[src/sv/modulated_multitap_chorus_top_assert.svh]
// Assertion macros for the chorus block.
`ifndef MODULATED_MULTITAP_CHORUS_TOP_ASSERT_SVH
`define MODULATED_MULTITAP_CHORUS_TOP_ASSERT_SVH

// Same-cycle implication, checked outside reset.
`define MMC_ASSERT_NOW(label, ante, cons) \
	label: assert property (@(posedge clk) disable iff (!arst_n) (ante) |-> (cons)) \
		else $error("chorus: same-cycle check failed");

// Next-cycle implication, checked outside reset.
`define MMC_ASSERT_NEXT(label, ante, cons) \
	label: assert property (@(posedge clk) disable iff (!arst_n) (ante) |=> (cons)) \
		else $error("chorus: next-cycle check failed");

`endif

[src/sv/mmc_pkg.sv]
// ----------------------------------------------------------------------------
// mmc_pkg
// Shared types and fixed widths of the modulated multitap chorus.
// ----------------------------------------------------------------------------
`default_nettype none
package mmc_pkg;
	localparam int SAMPLE_W = 32;
	localparam int GAIN_W   = 16;
	localparam int OFF_W    = 13;
	localparam int IDX_W    = 16;
	localparam int PER_W    = 17;
	localparam int LEN_W    = 14;
	localparam int VCNT_W   = 3;
	localparam int VSEL_W   = 3;
	localparam int CMD_W    = 2;
	localparam int CFG_IDX_W = 2;
	localparam int ACC_W    = 52;
	localparam int PROD_W   = SAMPLE_W + GAIN_W + 1;

	localparam logic [CMD_W-1:0] CMD_SAMPLE = 2'd0;
	localparam logic [CMD_W-1:0] CMD_TABLE  = 2'd1;
	localparam logic [CMD_W-1:0] CMD_VOICE  = 2'd2;

	localparam logic [CFG_IDX_W-1:0] REG_IN_GAIN  = 2'd0;
	localparam logic [CFG_IDX_W-1:0] REG_OUT_GAIN = 2'd1;
	localparam logic [CFG_IDX_W-1:0] REG_VOICES   = 2'd2;
	localparam logic [CFG_IDX_W-1:0] REG_LENGTH   = 2'd3;

	typedef enum logic [6:0] {
		ST_CLEAR = 7'b0000001,
		ST_IDLE  = 7'b0000010,
		ST_TAPS  = 7'b0000100,
		ST_FIN1  = 7'b0001000,
		ST_FIN2  = 7'b0010000,
		ST_OUT   = 7'b0100000,
		ST_SPARE = 7'b1000000
	} state_t;
endpackage
`default_nettype wire

[src/sv/mmc_finish.sv]
// ----------------------------------------------------------------------------
// mmc_finish
// Output gain, truncation toward zero and 24-bit clip, two stages.
// ----------------------------------------------------------------------------
`default_nettype none
module mmc_finish import mmc_pkg::*; (
	input  wire logic                       clk,
	input  wire logic                       arst_n,
	input  wire logic                       start,
	input  wire logic signed [ACC_W-1:0]    acc,
	input  wire logic [GAIN_W-1:0]          gain,
	output logic                            done,
	output logic [SAMPLE_W-1:0]             result
);
	localparam int HI_W = ACC_W - 20;

	logic                       v_s1;
	logic                       neg_s1;
	logic [HI_W+GAIN_W-1:0]     hi_s1;
	logic [20+GAIN_W-1:0]       lo_s1;
	logic [ACC_W-1:0]           mag;
	logic [HI_W+GAIN_W:0]       sum;
	logic [HI_W+GAIN_W-15:0]    q;
	logic signed [23:0]         clip;

	assign mag = acc[ACC_W-1] ? ACC_W'(-acc) : ACC_W'(acc);

	always_ff @(posedge clk or negedge arst_n) begin
		if (!arst_n) begin
			v_s1 <= 1'b0;
			done <= 1'b0;
		end else begin
			v_s1 <= start;
			done <= v_s1;
		end
	end

	always_ff @(posedge clk) begin
		if (start) begin
			neg_s1 <= acc[ACC_W-1];
			hi_s1  <= mag[ACC_W-1:20] * gain;
			lo_s1  <= mag[19:0] * gain;
		end
		if (v_s1) begin
			result <= {clip, 8'd0};
		end
	end

	always_comb begin
		sum = (HI_W+GAIN_W+1)'(hi_s1) + (HI_W+GAIN_W+1)'(lo_s1 >> 20);
		q   = sum[HI_W+GAIN_W:15];
		if (neg_s1) begin
			clip = (q > (HI_W+GAIN_W-14)'(8388608)) ? -24'sd8388608 : 24'(-q);
		end else begin
			clip = (q > (HI_W+GAIN_W-14)'(8388607)) ? 24'sd8388607 : 24'(q);
		end
	end
endmodule
`default_nettype wire

[config.mk]
export PLATFORM = sky130hd
export DESIGN_NAME = mmc_finish
export DESIGN_NICKNAME = d
export VERILOG_FILES = /design/src/sv/modulated_multitap_chorus_top_assert.svh /design/src/sv/mmc_pkg.sv /design/src/sv/mmc_finish.sv
export SDC_FILE = /design/constraint.sdc
export NUM_CORES = 2
export LEC_CHECK = 0
export ABC_CLOCK_PERIOD_IN_PS = 9900
export BUFFER_PORTS_ARGS = -buffer_cell sky130_fd_sc_hd__buf_2
export CORE_UTILIZATION = 50
export CTS_CLUSTER_DIAMETER = 200
export DETAILED_ROUTE_END_ITERATION = 8
export PLACE_DENSITY = 0.68
export RECOVER_POWER = 50
export SLEW_MARGIN = 40
export SYNTH_ARGS = -nofsm -noshare
export SYNTH_HDL_FRONTEND = slang
export SYNTH_SLANG_ARGS = --single-unit
[constraint.sdc]
create_clock -name clk -period 9.9 [get_ports clk]
set_input_delay 1.98 -clock clk [delete_from_list [all_inputs] [get_ports clk]]
set_output_delay 1.98 -clock clk [all_outputs]
set_load 0.02 [all_outputs]
==> results.ini <==
[yosys]
syn-instance-count=3495
ys_ff_latch=91
syn_avg_cell_area_um2=9.028
synth_top_area_share_pct=42.32
yosys.area.top_type=fa_1
yosys_warnings=0
async_flop_share_pct=2.198
synth_area_leaders=fa_1, ha_1, inv_1, edfxtp_1, nand2_1
synth_cell_types=75
synth-main-ff-cell=edfxtp_1
netlist_area_um2=31550
ys_seq_area_share_pct=8.629
synth_edf_count=89

[floorplan]
die_h_um=253.2
die_w_um=253.2
row_count=91
ioPinCount=104
dieArea_um2=64120
core_um2=62050
start_util_pct=50.85

[timing]
setup_ws_ns=-0.7036
period_minus_slack_ns=10.60
tightest_slew_ns=1.952
skew_ns=0.007509
finalCritPeriodShare_pct=107.1
final_hold_viol_count=0
rsz0062_at_grt=yes
final_max_slew_viol_count=39
slew_headroom_pct=-30.11
setup_viol=25
max_clock_freq_mhz=94.31

[cts]
cts_tree=done
clkLatencyLatePin_ns=0.34
numCtsBuffers=9
hold_buffers=0
clk_pin_slew_worst_paths_ns=0.06
htree_levels=3
cts_buffer_depth=2
cts.sinks=91
cts-root-buf=clkbuf_16

[setup_path]
critical-path-max-stage-delay_ns=0.61
worst_r2r_endpoint=result[27]
slowest_stage=fa_1
required_ns=9.98
crit_arrival_ns=10.69
reg2regPathDepth=12
crit_top_cell=fa_1
startpoint_type=input pin
path_class=in2reg
crit_path_max_fanout=5
timing.rr.start=lo_s1[24]
critPathCaptureType=flop
cp_top_family=simple AND/OR/NAND/NOR gates
r2r_setup_slack_ns=5.60
path_buf_inv=7

[hold_path]
hold_depth=1
hp-class=reg2reg
hold_end=result[18]
hold_start=hi_s1[25]

[placement]
gp_congestion=0.9226
dp_cells=4594
place_hpwl_mm=66.54
port_buffers=95

[finish]
stdcell_count=4659
finalNetCount=4795
final_cell_mix=inv_1, fa_1, nand2_1, buf_4, and2_1
area_growth_pct=16.95
fin_util_pct=59.47
drive_gt1_share_pct=18.43
final_common_cell=inv_1

[global_routing]
grt_pass1_wl_mm=133.2
gr-total-overflow=0
first_global_vias=25786
grt_start_max_net_pins=67
grt_usage_pct=26.23
antenna_found_initial=7

[routing]
ant_nets=0
viasPerCell=5.331
avgRoutedWirePerCell_um=17.37
wirelength_mm=80.93
drtIter0Drc=1560
via_count=24839
drc=0
first_pass_iters=7

[run_status]
outcome=complete, but fails checks
failed_checks=max-capacitance violations, max-slew violations, negative setup slack

[run]
maxCapViolCount=1

[area by class of cell]
cell class / count / area, um2
antenna: 3 / 7.507
inverter: 717 / 2691
timing repair buffer: 474 / 3636
tap: 837 / 1047
sequential: 91 / 2723
clock inverter: 7 / 51.30
clock buffer: 9 / 225.2
fill: 5305 / 25150
multi-input combinational: 2521 / 26520
[stage by stage]
| stage | instance area (um2) | hold slack (ns) | setup slack [ns] | TNS [ns] |
|---|---|---|---|---|
| detailed placement | 35340 | 0.7297 | -1.222 | -27.48 |
| finish | 36900 | 0.7467 | -0.7036 | -9.206 |
| floorplan | 31920 | 0.6401 | -0.8517 | -6.723 |
| global placement | 35330 | 0.7152 | -1.131 | -24.91 |
| CTS | 36360 | 0.7385 | -0.5405 | -7.571 |
| global route | 36900 | 0.7600 | -0.9536 | -16.30 |
[worst reg2reg max path, delay by kind of cell (launching register included)]
| family | cells | cell delay, ns |
|---|---|---|
| and+or+nand+nor | 2 | 0.82 |
| DFF | 1 | 0.38 |
| AOI/OAI and AO/OA | 7 | 1.97 |
| adders and majority gates | 2 | 0.60 |
| xor gates and xnor gates | 1 | 0.30 |
[synth_stat cells (all sizes together), types with 22 or more instances]
cell type,count
xnor2,97
inv,717
nand2,587
edfxtp,89
nor3,26
nand3,25
xor2,33
clkbuf,155
a21oi,62
fa,667
and2,306
nor2b,22
a21o,51
nor2,63
o21ai,57
ha,243
[how the worst max path moves through the flow]
stage | depth (start not counted) | slack, ns | startpoint | to
final | 31 | -0.70 | acc[8] | hi_s1[47]
after global routing | 32 | -0.95 | acc[8] | hi_s1[41]
after CTS | 32 | -0.54 | acc[8] | hi_s1[33]
after detailed placement | 31 | -1.22 | acc[5] | hi_s1[41]
after global placement | 31 | -1.13 | acc[5] | hi_s1[41]
after floorplan | 31 | -0.85 | acc[5] | hi_s1[47]
[cell families (layout without fill, tap and decap cells)]
kind of cell	Yosys count	in the layout	share of synthesized area [%]
AOI/OAI and AO/OA	316	316	6.872
xor gates and xnor gates	130	131	3.609
adders and majority gates	910	910	51.95
buffers and inverters	891	1207	10.77
DFF	91	91	8.629
muxes	15	15	0.4996
other	1	11	0.01188
and+or+nand+nor	1141	1141	17.66
[metal layers]
layer  routed length [um]  global-route usage [%]  up-vias
met5                   13                       0        -
met4                 1311                   5.818        2
met3                 5910                   3.639       92
met2                37510                   41.58      909
met1                36180                   38.21    12525
li1                     -                       -    11311
[state kept, by name, summed over array words and instances (netlist names)]
register and cells:
result 24, done 1, neg_s1 1, hi_s1 48, v_s1 1, lo_s1 16
[timing repair]
action,CTS,global route
pin swaps,105,85
gates cloned,2,1
resized for setup,115,95
setup buffers,27,20
endpoints found under the setup margin,30,33
Power is left out: the tool's default activity adds up to more than one toggle a clock period on the data nets, which glitch-free logic cannot reach.
